`config.mk`:
```
export PLATFORM = sky130hd
export DESIGN_NAME = packed_pixel_format_converter
export DESIGN_NICKNAME = d
export VERILOG_FILES = /design/src/rtl/core/ppfc_pkg.sv /design/src/rtl/core/ppfc_cfg_regs.sv /design/src/rtl/core/ppfc_convert.sv /design/src/rtl/core/packed_pixel_format_converter.sv
export SDC_FILE = /design/constraint.sdc
export NUM_CORES = 1
export LEC_CHECK = 0
export ABC_AREA = 0
export BUFFER_PORTS_ARGS = -buffer_cell sky130_fd_sc_hd__buf_4
export CAP_MARGIN = 20
export CORE_AREA = 2 2 251 253
export DETAILED_ROUTE_END_ITERATION = 8
export DIE_AREA = 0 0 253 255
export PLACE_DENSITY = 0.46
export REMOVE_ABC_BUFFERS = 1
export SLEW_MARGIN = 10
export SYNTH_ARGS = -nofsm -noshare
export SYNTH_HDL_FRONTEND = slang
export SYNTH_HIERARCHICAL = 1
export SYNTH_SLANG_ARGS = --single-unit
```
`constraint.sdc`:
```
create_clock -name clk -period 14.9 [get_ports clk]
set_input_delay 1.49 -clock clk [delete_from_list [all_inputs] [get_ports clk]]
set_output_delay 1.49 -clock clk [all_outputs]
set_load 0.005 [all_outputs]
```
`src/rtl/core/ppfc_pkg.sv`:
```
// Package for the packed pixel format converter.
// Holds the item and configuration types, the codes and the reset values.
// No dependencies; every other file of the block imports it.
package ppfc_pkg;

    // Action codes carried in the action field of an input item.
    localparam logic [2:0] ACT_READ_RGB    = 3'd0;
    localparam logic [2:0] ACT_READ_GREY   = 3'd1;
    localparam logic [2:0] ACT_WRITE_RGB   = 3'd2;
    localparam logic [2:0] ACT_WRITE_GREY  = 3'd3;
    localparam logic [2:0] ACT_WRITE_INDEX = 3'd4;
    localparam logic [2:0] ACT_READ_INDEX  = 3'd5;

    // Image kinds.
    localparam logic [1:0] KIND_GREY     = 2'd0;
    localparam logic [1:0] KIND_INDEX    = 2'd1;
    localparam logic [1:0] KIND_RGB      = 2'd2;
    localparam logic [1:0] KIND_RESERVED = 2'd3;

    // Error codes.
    localparam logic [1:0] ERR_OK          = 2'd0;
    localparam logic [1:0] ERR_WRONG_KIND  = 2'd1;
    localparam logic [1:0] ERR_INDEX_RANGE = 2'd2;
    localparam logic [1:0] ERR_CMAP_ACCESS = 2'd3;

    // Register indexes on the configuration port (byte address is 4 times this).
    localparam logic [2:0] REG_IMAGE_KIND      = 3'd0;
    localparam logic [2:0] REG_PIXEL_DEPTH     = 3'd1;
    localparam logic [2:0] REG_BYTES_PER_PIXEL = 3'd2;
    localparam logic [2:0] REG_ROW_WIDTH       = 3'd3;
    localparam logic [2:0] REG_COLOR_COUNT     = 3'd4;

    // Register values after reset.
    localparam logic [1:0]  RST_IMAGE_KIND      = KIND_GREY;
    localparam logic [4:0]  RST_PIXEL_DEPTH     = 5'd8;
    localparam logic [1:0]  RST_BYTES_PER_PIXEL = 2'd1;
    localparam logic [12:0] RST_ROW_WIDTH       = 13'd640;
    localparam logic [16:0] RST_COLOR_COUNT     = 17'd256;

    // Luma weights, scaled by 256.
    localparam logic [7:0] WEIGHT_R = 8'd77;
    localparam logic [7:0] WEIGHT_G = 8'd150;
    localparam logic [7:0] WEIGHT_B = 8'd29;

    // Field widths that the work is organized around.
    localparam int BYTE_BITS  = 8;
    localparam int PADDR_BITS = 5;

    // One input item.
    typedef struct packed {
        logic [2:0]  action;
        logic [11:0] pixel_x;
        logic [23:0] stored_bytes;
        logic [23:0] pixel_in;
    } pix_item_t;

    // One result item.
    typedef struct packed {
        logic [23:0] value_out;
        logic [23:0] new_bytes;
        logic        write_valid;
        logic [11:0] address_plane0;
        logic [12:0] address_plane1;
        logic [13:0] address_plane2;
        logic [1:0]  error_code;
    } res_item_t;

    // Configuration registers as seen by the converter.
    typedef struct packed {
        logic [1:0]  image_kind;
        logic [4:0]  pixel_depth;
        logic [1:0]  bytes_per_pixel;
        logic [12:0] row_width;
        logic [16:0] color_count;
    } cfg_t;

endpackage

```
`src/rtl/core/ppfc_cfg_regs.sv`:
```
// Configuration register file of the packed pixel format converter.
// APB-style write and read port; uses types and codes from ppfc_pkg.
module ppfc_cfg_regs
    import ppfc_pkg::*;
(
    input  logic                  clk,
    input  logic                  rst_n,
    input  logic                  psel,
    input  logic                  penable,
    input  logic                  pwrite,
    input  logic [PADDR_BITS-1:0] paddr,
    input  logic [31:0]           pwdata,
    output logic [31:0]           prdata,
    output logic                  pready,
    output cfg_t                  cfg
);

    cfg_t        cfg_reg;
    logic        wr_en;
    logic [2:0]  reg_idx;

    assign pready  = 1'b1;
    assign wr_en   = psel && penable && pwrite;
    assign reg_idx = paddr[PADDR_BITS-1:2];
    assign cfg     = cfg_reg;

    // Register writes; addresses past the last register are ignored.
    always_ff @(posedge clk or negedge rst_n)
    begin
        if (!rst_n)
        begin
            cfg_reg.image_kind      <= RST_IMAGE_KIND;
            cfg_reg.pixel_depth     <= RST_PIXEL_DEPTH;
            cfg_reg.bytes_per_pixel <= RST_BYTES_PER_PIXEL;
            cfg_reg.row_width       <= RST_ROW_WIDTH;
            cfg_reg.color_count     <= RST_COLOR_COUNT;
        end
        else if (wr_en)
        begin
            case (reg_idx)
                REG_IMAGE_KIND:      cfg_reg.image_kind      <= pwdata[1:0];
                REG_PIXEL_DEPTH:     cfg_reg.pixel_depth     <= pwdata[4:0];
                REG_BYTES_PER_PIXEL: cfg_reg.bytes_per_pixel <= pwdata[1:0];
                REG_ROW_WIDTH:       cfg_reg.row_width       <= pwdata[12:0];
                REG_COLOR_COUNT:     cfg_reg.color_count     <= pwdata[16:0];
                default:             ;
            endcase
        end
    end

    // Read data, zero extended.
    always_comb
    begin
        case (reg_idx)
            REG_IMAGE_KIND:      prdata = {30'd0, cfg_reg.image_kind};
            REG_PIXEL_DEPTH:     prdata = {27'd0, cfg_reg.pixel_depth};
            REG_BYTES_PER_PIXEL: prdata = {30'd0, cfg_reg.bytes_per_pixel};
            REG_ROW_WIDTH:       prdata = {19'd0, cfg_reg.row_width};
            REG_COLOR_COUNT:     prdata = {15'd0, cfg_reg.color_count};
            default:             prdata = 32'd0;
        endcase
    end

endmodule

```
`src/rtl/core/ppfc_convert.sv`:
```
// Combinational pixel conversion: plane addresses, field unpack and pack,
// grey widening and rgb to grey. Uses types, codes and weights from ppfc_pkg.
module ppfc_convert
    import ppfc_pkg::*;
#(
    parameter int MAX_ROW_WIDTH = 4096
)
(
    input  cfg_t      cfg,
    input  pix_item_t item,
    output res_item_t res
);

    // Widen a field of d bits to 8 bits by repeating its bits.
    function automatic logic [7:0] widen8(input logic [7:0] v, input logic [3:0] d);
        logic [7:0] w;
        begin
            case (d)
                4'd1:    w = {8{v[0]}};
                4'd2:    w = {4{v[1:0]}};
                4'd3:    w = {v[2:0], v[2:0], v[2:1]};
                4'd4:    w = {2{v[3:0]}};
                4'd5:    w = {v[4:0], v[4:2]};
                4'd6:    w = {v[5:0], v[5:4]};
                4'd7:    w = {v[6:0], v[6]};
                default: w = v;
            endcase
            return w;
        end
    endfunction

    // Weighted luma, reduced to d bits.
    function automatic logic [7:0] rgb_to_grey(input logic [23:0] rgb, input logic [3:0] d);
        logic [16:0] sum;
        logic [7:0]  y;
        logic [3:0]  sh;
        begin
            sum = ({9'd0, WEIGHT_R} * {9'd0, rgb[7:0]})
                + ({9'd0, WEIGHT_G} * {9'd0, rgb[15:8]})
                + ({9'd0, WEIGHT_B} * {9'd0, rgb[23:16]});
            y   = sum[15:8];
            sh  = 4'd8 - d;
            return y >> sh;
        end
    endfunction

    logic [3:0]  depth;
    logic        packed_px;
    logic [1:0]  per_lg;
    logic [2:0]  low_mask;
    logic [2:0]  slot;
    logic [6:0]  shift_prod;
    logic [2:0]  shift;
    logic [7:0]  fmask;
    logic [7:0]  place_mask;
    logic [7:0]  byte0;
    logic [7:0]  field;
    logic [11:0] addr;
    logic [12:0] rw;
    logic [23:0] pmask;
    logic [7:0]  wide_grey;
    logic [7:0]  grey_in;
    logic [7:0]  grey_stored;
    logic [7:0]  pack_val;
    logic [7:0]  packed_byte;
    logic        index_ok;

    // Effective depth and the packing geometry inside a byte.
    always_comb
    begin
        if (cfg.pixel_depth == 5'd0)
            depth = 4'd1;
        else if (cfg.pixel_depth > 5'd8)
            depth = 4'd8;
        else
            depth = cfg.pixel_depth[3:0];

        packed_px = (depth <= 4'd4);
        case (depth)
            4'd1:    per_lg = 2'd3;
            4'd2:    per_lg = 2'd2;
            4'd3,
            4'd4:    per_lg = 2'd1;
            default: per_lg = 2'd0;
        endcase
    end

    // Pixel at x = 0 sits in the highest bits, so the slot counts down.
    assign low_mask   = 3'((4'd1 << per_lg) - 4'd1);
    assign slot       = low_mask & ~item.pixel_x[2:0];
    assign shift_prod = 7'(slot * depth);
    assign shift      = shift_prod[2:0];
    assign fmask      = 8'((9'd1 << depth) - 9'd1);
    assign place_mask = fmask << shift;
    assign byte0      = item.stored_bytes[7:0];
    assign field      = (byte0 >> shift) & fmask;
    assign addr       = item.pixel_x >> per_lg;

    // Row stride, saturated at the largest supported row.
    always_comb
    begin
        if ({19'd0, cfg.row_width} > 32'(MAX_ROW_WIDTH))
            rw = 13'(MAX_ROW_WIDTH);
        else
            rw = cfg.row_width;
    end

    // Bytes that belong to the pixel; zero planes act as one.
    always_comb
    begin
        case (cfg.bytes_per_pixel)
            2'd2:    pmask = 24'h00FFFF;
            2'd3:    pmask = 24'hFFFFFF;
            default: pmask = 24'h0000FF;
        endcase
    end

    assign wide_grey   = widen8(field, depth);
    assign grey_in     = rgb_to_grey(item.pixel_in, depth);
    assign grey_stored = rgb_to_grey(item.stored_bytes & pmask, depth);
    assign index_ok    = {7'd0, cfg.color_count} > item.pixel_in;

    // Value merged into the old byte: converted grey for rgb writes, else the input.
    assign pack_val    = (item.action == ACT_WRITE_RGB) ? grey_in : (item.pixel_in[7:0] & fmask);
    assign packed_byte = (byte0 & ~place_mask) | ((pack_val << shift) & place_mask);

    // Result selection by action and image kind.
    always_comb
    begin
        res.value_out      = 24'd0;
        res.new_bytes      = 24'd0;
        res.write_valid    = 1'b0;
        res.error_code     = ERR_OK;
        res.address_plane0 = addr;
        res.address_plane1 = {1'b0, addr} + rw;
        res.address_plane2 = {2'd0, addr} + {rw, 1'b0};

        if (item.action <= ACT_READ_INDEX && cfg.image_kind == KIND_RESERVED)
        begin
            res.error_code = ERR_WRONG_KIND;
        end
        else
        begin
            case (item.action)
                ACT_READ_RGB:
                begin
                    if (cfg.image_kind == KIND_GREY)
                        res.value_out = {3{wide_grey}};
                    else if (cfg.image_kind == KIND_INDEX)
                        res.error_code = ERR_CMAP_ACCESS;
                    else
                        res.value_out = item.stored_bytes & pmask;
                end
                ACT_READ_GREY:
                begin
                    if (cfg.image_kind == KIND_GREY)
                        res.value_out = {16'd0, field};
                    else if (cfg.image_kind == KIND_INDEX)
                        res.error_code = ERR_CMAP_ACCESS;
                    else
                        res.value_out = {16'd0, grey_stored};
                end
                ACT_WRITE_RGB:
                begin
                    if (cfg.image_kind == KIND_GREY)
                    begin
                        res.new_bytes   = {16'd0, packed_byte};
                        res.write_valid = 1'b1;
                    end
                    else if (cfg.image_kind == KIND_INDEX)
                        res.error_code = ERR_CMAP_ACCESS;
                    else
                    begin
                        res.new_bytes   = item.pixel_in & pmask;
                        res.write_valid = 1'b1;
                    end
                end
                ACT_WRITE_GREY:
                begin
                    if (cfg.image_kind == KIND_GREY)
                    begin
                        res.new_bytes   = {16'd0, packed_byte};
                        res.write_valid = 1'b1;
                    end
                    else if (cfg.image_kind == KIND_INDEX)
                        res.error_code = ERR_CMAP_ACCESS;
                    else
                    begin
                        res.new_bytes   = {3{item.pixel_in[7:0]}} & pmask;
                        res.write_valid = 1'b1;
                    end
                end
                ACT_WRITE_INDEX:
                begin
                    if (cfg.image_kind != KIND_INDEX)
                        res.error_code = ERR_WRONG_KIND;
                    else if (!index_ok)
                        res.error_code = ERR_INDEX_RANGE;
                    else
                    begin
                        res.new_bytes   = packed_px ? {16'd0, packed_byte}
                                                    : (item.pixel_in & pmask);
                        res.write_valid = 1'b1;
                    end
                end
                ACT_READ_INDEX:
                begin
                    if (cfg.image_kind != KIND_INDEX)
                        res.error_code = ERR_WRONG_KIND;
                    else
                        res.value_out = packed_px ? {16'd0, field}
                                                  : (item.stored_bytes & pmask);
                end
                default:
                begin
                    // Unused action codes only report the addresses.
                end
            endcase
        end
    end

endmodule

```
`src/rtl/core/packed_pixel_format_converter.sv`:
```
// Top level of the packed pixel format converter.
// Input register, ppfc_convert, result register and ppfc_cfg_regs; uses ppfc_pkg.
//
//   Channel   Direction  Handshake            Payload
//   pix       in         pix_valid/pix_ready  pix_data (pix_item_t)
//   res       out        res_valid/res_ready  res_data (res_item_t)
//   config    in/out     APB psel/penable     paddr, pwdata, prdata
//
// An item is accepted into the input register, and from there the conversion
// logic loads the result register. One item is accepted per cycle while
// results are taken. If res_ready is low, the result register holds and the
// input register takes one more item only if it is empty; then pix_ready
// drops. Reset clears both valid flags and loads register defaults.
module packed_pixel_format_converter
    import ppfc_pkg::*;
#(
    parameter int MAX_ROW_WIDTH = 4096
)
(
    input  logic                  clk,
    input  logic                  rst_n,
    input  logic                  pix_valid,
    output logic                  pix_ready,
    input  pix_item_t             pix_data,
    output logic                  res_valid,
    input  logic                  res_ready,
    output res_item_t             res_data,
    input  logic                  psel,
    input  logic                  penable,
    input  logic                  pwrite,
    input  logic [PADDR_BITS-1:0] paddr,
    input  logic [31:0]           pwdata,
    output logic [31:0]           prdata,
    output logic                  pready
);

    cfg_t      cfg;
    pix_item_t pix_reg;
    logic      pix_valid_reg;
    res_item_t res_reg;
    res_item_t res_next;
    logic      res_valid_reg;
    logic      res_load;

    ppfc_cfg_regs u_cfg_regs (
        .clk     (clk),
        .rst_n   (rst_n),
        .psel    (psel),
        .penable (penable),
        .pwrite  (pwrite),
        .paddr   (paddr),
        .pwdata  (pwdata),
        .prdata  (prdata),
        .pready  (pready),
        .cfg     (cfg)
    );

    ppfc_convert #(
        .MAX_ROW_WIDTH (MAX_ROW_WIDTH)
    ) u_convert (
        .cfg  (cfg),
        .item (pix_reg),
        .res  (res_next)
    );

    // The result register loads when it is empty or being emptied.
    assign res_load  = pix_valid_reg && (!res_valid_reg || res_ready);
    assign pix_ready = !pix_valid_reg || res_load;
    assign res_valid = res_valid_reg;
    assign res_data  = res_reg;

    // Valid flags of the two stages.
    always_ff @(posedge clk or negedge rst_n)
    begin
        if (!rst_n)
        begin
            pix_valid_reg <= 1'b0;
            res_valid_reg <= 1'b0;
        end
        else
        begin
            if (pix_ready)
                pix_valid_reg <= pix_valid;
            if (res_load)
                res_valid_reg <= 1'b1;
            else if (res_ready)
                res_valid_reg <= 1'b0;
        end
    end

    // Payload registers.
    always_ff @(posedge clk)
    begin
        if (pix_valid && pix_ready)
            pix_reg <= pix_data;
        if (res_load)
            res_reg <= res_next;
    end

endmodule
```
# After elaboration in Yosys (flattened, before gate mapping)
# Cells that the tools add are included.
[classes]
n_reduce_logical = 21
n_mux = 31
add_sub_neg = 9
div = 0
eq_ne = 21
shifts = 8
n_mul = 7
n_lt_le_gt_ge = 5
bitwise_logic = 11
[ops]
columns = ["cell", "n"]
rows = [
  ["$mux 25", 6],
  ["$mux 24", 6],
  ["$pmux 17 s5", 1],
  ["$pmux 25 s3", 1],
  ["$and 24x24->24", 3],
  ["$pmux 24 s3", 1],
  ["$mul 7x8->15 const A", 4],
  ["$pmux 8 s7", 1],
  ["$pmux 24 s2", 1],
  ["$add 15x16->16", 2],
  ["$add 16x13->16", 2],
  ["$and 8x8->8", 4],
  ["$mul 5x8->13 const A", 2],
  ["$gt 17x24->1", 1],
  ["$eq 4x3->1 const B", 4],
  ["$mux 8", 2],
  ["$shl 8x3->8", 2],
  ["$shr 8x4->8", 2],
  ["$add 12x14->14", 1],
  ["$add 12x13->13", 1],
  ["$gt 13x13->1 const B", 1],
  ["$mux 13", 1],
  ["$eq 3x2->1 const B", 4],
  ["$pmux 2 s3", 2],
  ["35 further kinds", 58],
]
[word_totals]
inputBits = 107
memories = 0
latchBits = 0
romBits = 0
register_bits = 194
ram_bits = 0

# Longest topological paths before layout
# Gate-level depths: netlist of the first run.
[logic_depth]
depth_word = 18
ltp_mapped = 32

# Hierarchy
# The synthesis of the first run kept the hierarchy.
[modules_own_cells]
columns = ["mod", "instances", "area_per_inst_um2", "cells_each", "seq_area_each_um2"]
rows = [
  ["ppfc_convert", 1, 11790.1, 1511, 0.0],
  ["packed_pixel_format_converter", 1, 4698.3, 161, 4644.5],
  ["ppfc_cfg_regs", 1, 1919.3, 144, 982.2],
]

# Least setup slack after synthesis of the first run
# OpenSTA, ideal clock, no wires.
[synth_path]
path_type = "reg2reg"
startpoint = "register pix_reg[12] in the netlist's numbering"
endpoint = "register res_reg, in the netlist res_data[45], data pin"
path_buffers = 1
t_required_ps = 14636
arrival_ps = 7350
setup_slack_ps = 7286
stages_incl_launch_ff = 27
cell_sequence = "edfxtp_1 -> ha_1 -> ha_1 -> inv_1 -> fa_1 -> fa_1 -> inv_1 -> ha_1 -> xnor2_1 -> fa_1 -> fa_1 -> inv_1 -> fa_1 -> fa_1 -> inv_1 -> ha_1 -> and4_1 -> and3_1 -> and2_1 -> clkbuf_1 -> or4b_2 -> o311ai_0 -> a211oi_1 -> a311oi_1 -> mux2i_1 -> a2111oi_2 -> o21ai_1"
[synth_via]
elab_chain_len = 12
elab_cells_between_ends = 15
[synth_rtl]
columns = ["item", "line_no", "rtl"]
rows = [
  ["start, declared", "packed_pixel_format_converter.sv:38", "pix_item_t pix_reg;"],
  ["start signal, assigned", "packed_pixel_format_converter.sv:95", "pix_reg <= pix_data;"],
  ["$mul 7x8->15", "ppfc_convert.sv:39", "+ ({9'd0, WEIGHT_G} * {9'd0, rgb[15:8]})"],
  ["$add 15x16->16", "ppfc_convert.sv:39", ""],
  ["$add 16x13->16", "ppfc_convert.sv:40", "+ ({9'd0, WEIGHT_B} * {9'd0, rgb[23:16]});"],
  ["$shr 8x4->8", "ppfc_convert.sv:43", "return y >> sh;"],
  ["$mux 8", "ppfc_convert.sv:124", "assign pack_val = (item.action == ACT_WRITE_RGB) ? grey_in : (item.pixel_in[7:0] & fmask);"],
  ["$shl 8x3->8", "ppfc_convert.sv:125", "assign packed_byte = (byte0 & ~place_mask) | ((pack_val << shift) & place_mask);"],
  ["$and 8x8->8", "ppfc_convert.sv:125", ""],
  ["$or 8x8->8", "ppfc_convert.sv:125", ""],
  ["$mux 24", "ppfc_convert.sv:201", "res.new_bytes = packed_px ? {16'd0, packed_byte}"],
  ["$mux 25", "ppfc_convert.sv:197", "else if (!index_ok)"],
  ["$mux 25", "ppfc_convert.sv:195", "if (cfg.image_kind != KIND_INDEX)"],
  ["$pmux 25 s3 (*)", "ppfc_convert.sv:144", "case (item.action)"],
  ["end signal, assigned", "packed_pixel_format_converter.sv:97", "res_reg <= res_next;"],
  ["end, declared", "packed_pixel_format_converter.sv:40", "res_item_t res_reg;"],
]
# Every way passes the cells marked *; elsewhere a longest branch is shown, timed or not.
# A chain may end at the register's enable or synchronous reset.

# Worst setup path after layout of the first run
[layout_path]
startpoint = "register u_cfg_regs.cfg_reg, in the netlist u_cfg_regs/cfg[31]"
endpoint = "register res_reg, in the netlist res_data[67], data pin"
[layout_via]
elab_chain_len = 10
elab_cells_between_ends = 12
[layout_rtl]
columns = ["item", "line_no", "rtl"]
rows = [
  ["start, declared", "ppfc_cfg_regs.sv:18", "cfg_t cfg_reg;"],
  ["$eq 2x2->1", "ppfc_convert.sv:111", "case (cfg.bytes_per_pixel)"],
  ["$pmux 24 s2 (*)", "ppfc_convert.sv:111", ""],
  ["$and 24x24->24 (*)", "ppfc_convert.sv:120", "assign grey_stored = rgb_to_grey(item.stored_bytes & pmask, depth);"],
  ["$mul 7x8->15", "ppfc_convert.sv:39", ""],
  ["$add 15x16->16", "ppfc_convert.sv:39", ""],
  ["$add 16x13->16 (*)", "ppfc_convert.sv:40", ""],
  ["$shr 8x4->8 (*)", "ppfc_convert.sv:43", ""],
  ["$mux 8 (*)", "ppfc_convert.sv:158", "else if (cfg.image_kind == KIND_INDEX)"],
  ["$mux 24 (*)", "ppfc_convert.sv:156", "if (cfg.image_kind == KIND_GREY)"],
  ["$pmux 24 s3 (*)", "ppfc_convert.sv:144", ""],
]
# Marks and branches as above.

==> reports/metrics.csv, run 1 <==
metric,value,unit
synth_async_sr_flop_share,0.211,
worst_slack,6.01,ns
wirelength,58800,um
vias,14400,
drc,0,
slowest_stage,dfrtp_1,
crit_family,adder cells,
maxSlewHeadroom,0.253,
area_delta_synth_final,15.8,%
yosysSeqAreaShare,0.306,
post_cts_buffers,0,
swShare,0.510,
start_kind,flip-flop,
grt-ovfl-total,0,
cts_tree,yes,
hold_class,flip-flop to flip-flop,
synth_area_leaders,"edfxtp_1, ha_1, fa_1, dfrtp_1, inv_1",
syn_area,18400,um^2
endpoint_kind,flip-flop,
ir_worst_vdd,0.000211,V
ys_ff_latch,194,
gp_congestion,0.871,
nets,2425,
clkTransAtPathRegs,0.08,ns
synthCells,1816,
power_frac_clock,0.113,
dp_slack,6.03,ns
synth.most_common_cell,inv_1,
crit_buf_inv,4,
std_cell_rows,92,
leakagePower,9.61,nW
grt_use_total,0.183,
p_per_area,214,nW/um^2
clock_sink_count,194,
antenna_found_initial,0,
slew_violations,0,
first_pass_iters,5,
synth-main-ff-cell,edfxtp_1,
power,0.00456,W
postRouteAntennaNets,0,
yosysTopAreaCellShare,0.250,
p_int,0.00224,W
critical_path.max_stage_delay,0.90,ns
status,completed,
die_width,253,um
ctsResizeCount,0,
grt_max_degree,64,
ioPinCount,232,
rsz0062_at_grt,false,
ys_types,106,
routedWlPerCell,21.0,um
p_seq_frac,0.169,
largest_reg_flops,90,
port-buffer-count,198,
postSynthAreaPerCell,10.1,um^2
grt_pass1_wl,88400,um
dp_hpwl,45700,um
switchingPower,0.00233,W
final.period_utilization,0.597,
insertion_delay,0.50,ns
synth.largest_area_cell,edfxtp_1,
fin_crit,8.89,ns
initial_core_util,0.296,
cts_buffers,17,
arrival,9.22,ns
synth_edf_count,153,
htreeDepth,4,
cp_common_cell,ha_1,
hold_viol,0,
synth_warnings,6,
drive_gt1_frac,0.153,
tns,0,ns
ctsLongestPathBuffers,2,
synthTopCellsByCount,"inv_1, ha_1, edfxtp_1, nor2_1, fa_1",
critPathKind,flip-flop to flip-flop,
dp_cells,2767,
ff2ff_setup_slack,6.01,ns
worstPathRequired,15.23,ns
clockRootBuffer,clkbuf_16,
coreArea,62200,um^2
fmax,0.112,GHz
nFillCells,6348,
avgViaCountPerCell,5.13,
power_frac_comb,0.718,
die_y,255,um
tightest_slew,1.11,ns
cp_max_fo,20,
postCtsHoldBufs,0,
first_global_vias,14300,
dieArea,64500,um^2
drv_cap,0,
skew,0.0162,ns
stdcell_count,2800,
drt_iter0_markers,983,
setup_violations,0,
worst register-to-register path: cells and delay by family (launching register included):
kind / cells / cell delay, ns
buffers and inverters: 4 / 0.19
DFF: 1 / 0.90
AOI/OAI and AO/OA: 9 / 1.80
muxes: 1 / 0.28
xor gates and xnor gates: 1 / 0.39
adders and majority gates: 10 / 3.88
and+or+nand+nor: 6 / 1.27
power groups by stage:
stage / Combinational (W) / Clock, W / Sequential (W)
detailed placement: 0.00325 / 0 / 0.000784
floorplan: 0.00240 / 0 / 0.000759
global placement: 0.00323 / 0 / 0.000784
CTS: 0.00328 / 0.000541 / 0.000774
finish: 0.00328 / 0.000518 / 0.000770
global route: 0.00369 / 0.000554 / 0.000783
logic make-up after synthesis:
group,after synthesis,share of synthesized area
compound gates,389,0.148
flops,194,0.306
other cells,2,0.000408
buf+inv,301,0.0672
xor+xnor,46,0.0243
simple gates,469,0.133
fa+ha+maj,331,0.271
mux,84,0.0508
stage by stage:
step,utilization,cell area (um^2),hold slack [ns]
final,0.343,21300,0.524
after global routing,0.343,21300,0.540
after CTS,0.343,21300,0.528
after detailed placement,0.332,20700,0.508
after global placement,0.332,20700,0.502
after floorplan,-,18100,0.472
layout make-up:
type | count | area (um^2) | area share
Multi-Input combinational cell | 1335 | 11600 | 0.544
Sequential cell | 194 | 5630 | 0.264
Timing Repair Buffer | 210 | 1570 | 0.0739
Tap cell | 799 | 1000 | 0.0469
Inverter | 229 | 860 | 0.0403
Clock buffer | 17 | 425 | 0.0200
Clock inverter | 15 | 223 | 0.0105
Antenna cell | 1 | 2.50 | 0.000117
placed cells by master (no fill, tap or decap), types with 9 or more instances in the layout:
cell type / n
or3_1: 12
o31a_1: 11
a211oi_1: 25
ha_1: 219
and2_1: 21
or2_2: 10
clkbuf_16: 17
o21ai_0: 58
nand2b_1: 18
nor4_1: 12
buf_4: 209
o21bai_1: 10
fa_1: 112
dfrtp_1: 36
o22ai_1: 13
nor3_1: 49
and3_1: 19
conb_1: 16
inv_1: 227
edfxtp_1: 153
o21a_1: 16
xor2_1: 10
nand2_1: 94
a22o_1: 11
nor2b_1: 24
a22oi_1: 19
a31oi_1: 9
nand3_1: 25
nor2_1: 130
mux2_1: 35
a21oi_1: 87
xnor2_1: 33
a21o_1: 14
o211ai_1: 17
mux2i_1: 38
nand4_1: 9
final timing paths:
kind / start / endpoint / cells past startpoint
min: u_cfg_regs/cfg[13]$_DFFE_PN0P_ / u_cfg_regs/cfg[13]$_DFFE_PN0P_ / 1
max in group asynchronous: rst_n / u_cfg_regs/cfg[30]$_DFFE_PN1P_ / 1
min reg2reg: u_cfg_regs/cfg[13]$_DFFE_PN0P_ / u_cfg_regs/cfg[13]$_DFFE_PN0P_ / 1
max reg2reg: u_cfg_regs/cfg[31]$_DFFE_PN0P_ / res_data[67]$_DFFE_PP_ / 31
min in group asynchronous: rst_n / res_valid$_DFFE_PN0P_ / 1
max: u_cfg_regs/cfg[31]$_DFFE_PN0P_ / res_data[67]$_DFFE_PP_ / 31
per-layer routing:
metal / vias up / GRT usage / part of all wire
li1: 6831 / - / -
met1: 7106 / 0.254 / 0.47
met5: - / 0 / 0
met4: 0 / 0.0544 / 0.023
met2: 372 / 0.299 / 0.47
met3: 64 / 0.0237 / 0.038
Power figures use the tool's default switching activity.
==> inputs of run 2 (changes only) <==
==> constraint.sdc (replaced) <==
create_clock -name clk -period 9.1 [get_ports clk]
set_input_delay 0.91 -clock clk [delete_from_list [all_inputs] [get_ports clk]]
set_output_delay 0.91 -clock clk [all_outputs]
set_load 0.005 [all_outputs]
==> reports/metrics.csv, run 2 (synthesis gave the netlist of run 1 again) <==
metric,value,unit
r2r-end,res_data[45]$_DFFE_PP_,
maxSlewHeadroom,0.281,
critPathKind,flip-flop to flip-flop,
postCtsHoldBufs,0,
whs,0.378,ns
final.period_utilization,0.927,
std_cell_rows,92,
crit_start,pix_reg[12]$_DFFE_PP_,
drt_iter0_markers,963,
drive_gt1_frac,0.154,
largest_reg_flops,90,
ff2ff_setup_slack,0.66,ns
tightest_slew,1.06,ns
avgViaCountPerCell,5.16,
nets,2428,
insertion_delay,0.51,ns
post_cts_buffers,0,
die_y,255,um
power_frac_clock,0.112,
drv_cap,0,
fmax,0.119,GHz
clock_sink_count,194,
area_delta_synth_final,15.8,%
grt-ovfl-total,0,
coreArea,62200,um^2
fin_crit,8.44,ns
worstPathRequired,9.35,ns
routedWlPerCell,21.0,um
clockRootBuffer,clkbuf_16,
status,completed,
dp_hpwl,46100,um
ir_worst_vdd,0.000324,V
cp_max_fo,10,
endpoint,res_data[45]$_DFFE_PP_,
wirelength,58700,um
rr_startpoint,pix_reg[12]$_DFFE_PP_,
dpl_cell_area,20700,um^2
clkTransAtPathRegs,0.09,ns
drc,0,
arrival,8.68,ns
slowest_stage,a311oi_1,
first_pass_iters,5,
cts_tree,yes,
slew_violations,0,
swShare,0.508,
p_int,0.00366,W
grt_pass1_wl,88100,um
rsz0062_at_grt,false,
grt_max_degree,64,
rr_worst_depth,26,
ctsLongestPathBuffers,2,
setup_violations,0,
power_frac_comb,0.719,
leakagePower,9.61,nW
gp_congestion,0.860,
p_seq_frac,0.169,
critical_path.max_stage_delay,0.70,ns
diodes,0,
skew,0.0137,ns
first_global_vias,14500,
ctsResizeCount,0,
switchingPower,0.00378,W
grt_use_total,0.183,
die_width,253,um
hold_viol,0,
dieArea,64500,um^2
ioPinCount,232,
layout_common_cells,"inv_1, ha_1, buf_4, edfxtp_1, nor2_1",
initial_core_util,0.296,
final_area,21300,um^2
vias,14500,
port-buffer-count,198,
endpoint_kind,flip-flop,
p_per_area,349,nW/um^2
final_common_cell,inv_1,
hold_class,primary input to asynchronous set/reset pin,
htreeDepth,4,
tns,0,ns
cts_buffers,17,
start_kind,flip-flop,
antenna_found_initial,1,
postRouteAntennaNets,0,
[run 2: power groups by stage]
stage | logic [W] | clock network (W) | registers [W]
after global placement | 0.00527 | 0 | 0.00128
after detailed placement | 0.00527 | 0 | 0.00128
final | 0.00534 | 0.000832 | 0.00126
after floorplan | 0.00393 | 0 | 0.00124
after global routing | 0.00603 | 0.000897 | 0.00128
after CTS | 0.00532 | 0.000870 | 0.00126
[run 2: area by class of cell]
| cell class | instances | area [um^2] |
|---|---|---|
| clock buffers | 17 | 425 |
| inverters | 229 | 860 |
| well taps | 799 | 1000 |
| multi-input cells | 1335 | 11600 |
| clock inverters | 15 | 199 |
| repair buffers | 213 | 1600 |
| flip-flops and latches | 194 | 5630 |
| fillers | 6371 | 40900 |
[run 2: worst min-delay path by stage]
stage / start / to / slack [ns] / depth (start not counted)
2_1_floorplan: u_cfg_regs/cfg[17]$_DFFE_PN0P_ / u_cfg_regs/cfg[17]$_DFFE_PN0P_ / 0.47 / 1
3_3_place_gp: u_cfg_regs/cfg[13]$_DFFE_PN0P_ / u_cfg_regs/cfg[13]$_DFFE_PN0P_ / 0.50 / 1
3_5_place_dp: u_cfg_regs/cfg[21]$_DFFE_PN0P_ / u_cfg_regs/cfg[21]$_DFFE_PN0P_ / 0.51 / 1
4_1_cts: rst_n / pix_valid_reg$_DFFE_PN0P_ / 0.36 / 1
5_1_grt: rst_n / pix_valid_reg$_DFFE_PN0P_ / 0.40 / 1
6_report: rst_n / pix_valid_reg$_DFFE_PN0P_ / 0.38 / 1
[run 2: routing by layer]
layer  track usage  part of all wire  vias up
li1              -                 -     6835
met1         0.253              0.46     7210
met3        0.0223             0.042       57
met4        0.0626             0.025        0
met2         0.295              0.47      363
met5             0                 0        -
[run 2: metrics by stage]
| stage | util | instances | worst slack (ns) | power (W) |
|---|---|---|---|---|
| 5_1_grt | 0.343 | 2802 | 0.173 | 0.00821 |
| 6_report | 0.343 | 2802 | 0.664 | 0.00743 |
| 4_1_cts | 0.343 | 2800 | 0.697 | 0.00745 |
| 3_5_place_dp | 0.333 | 2768 | 0.730 | 0.00655 |
| 2_1_floorplan | - | 1758 | 1.55 | 0.00517 |
| 3_3_place_gp | 0.333 | 2768 | 0.788 | 0.00654 |
[run 2: worst max-delay path, delay by kind of cell (launching register included)]
kind            cells  cell delay [ns]
xor+xnor            1             0.17
flops               1             0.53
simple gates        4             1.15
fa+ha+maj          10             4.17
buf+inv             4             0.18
compound gates      7             1.97
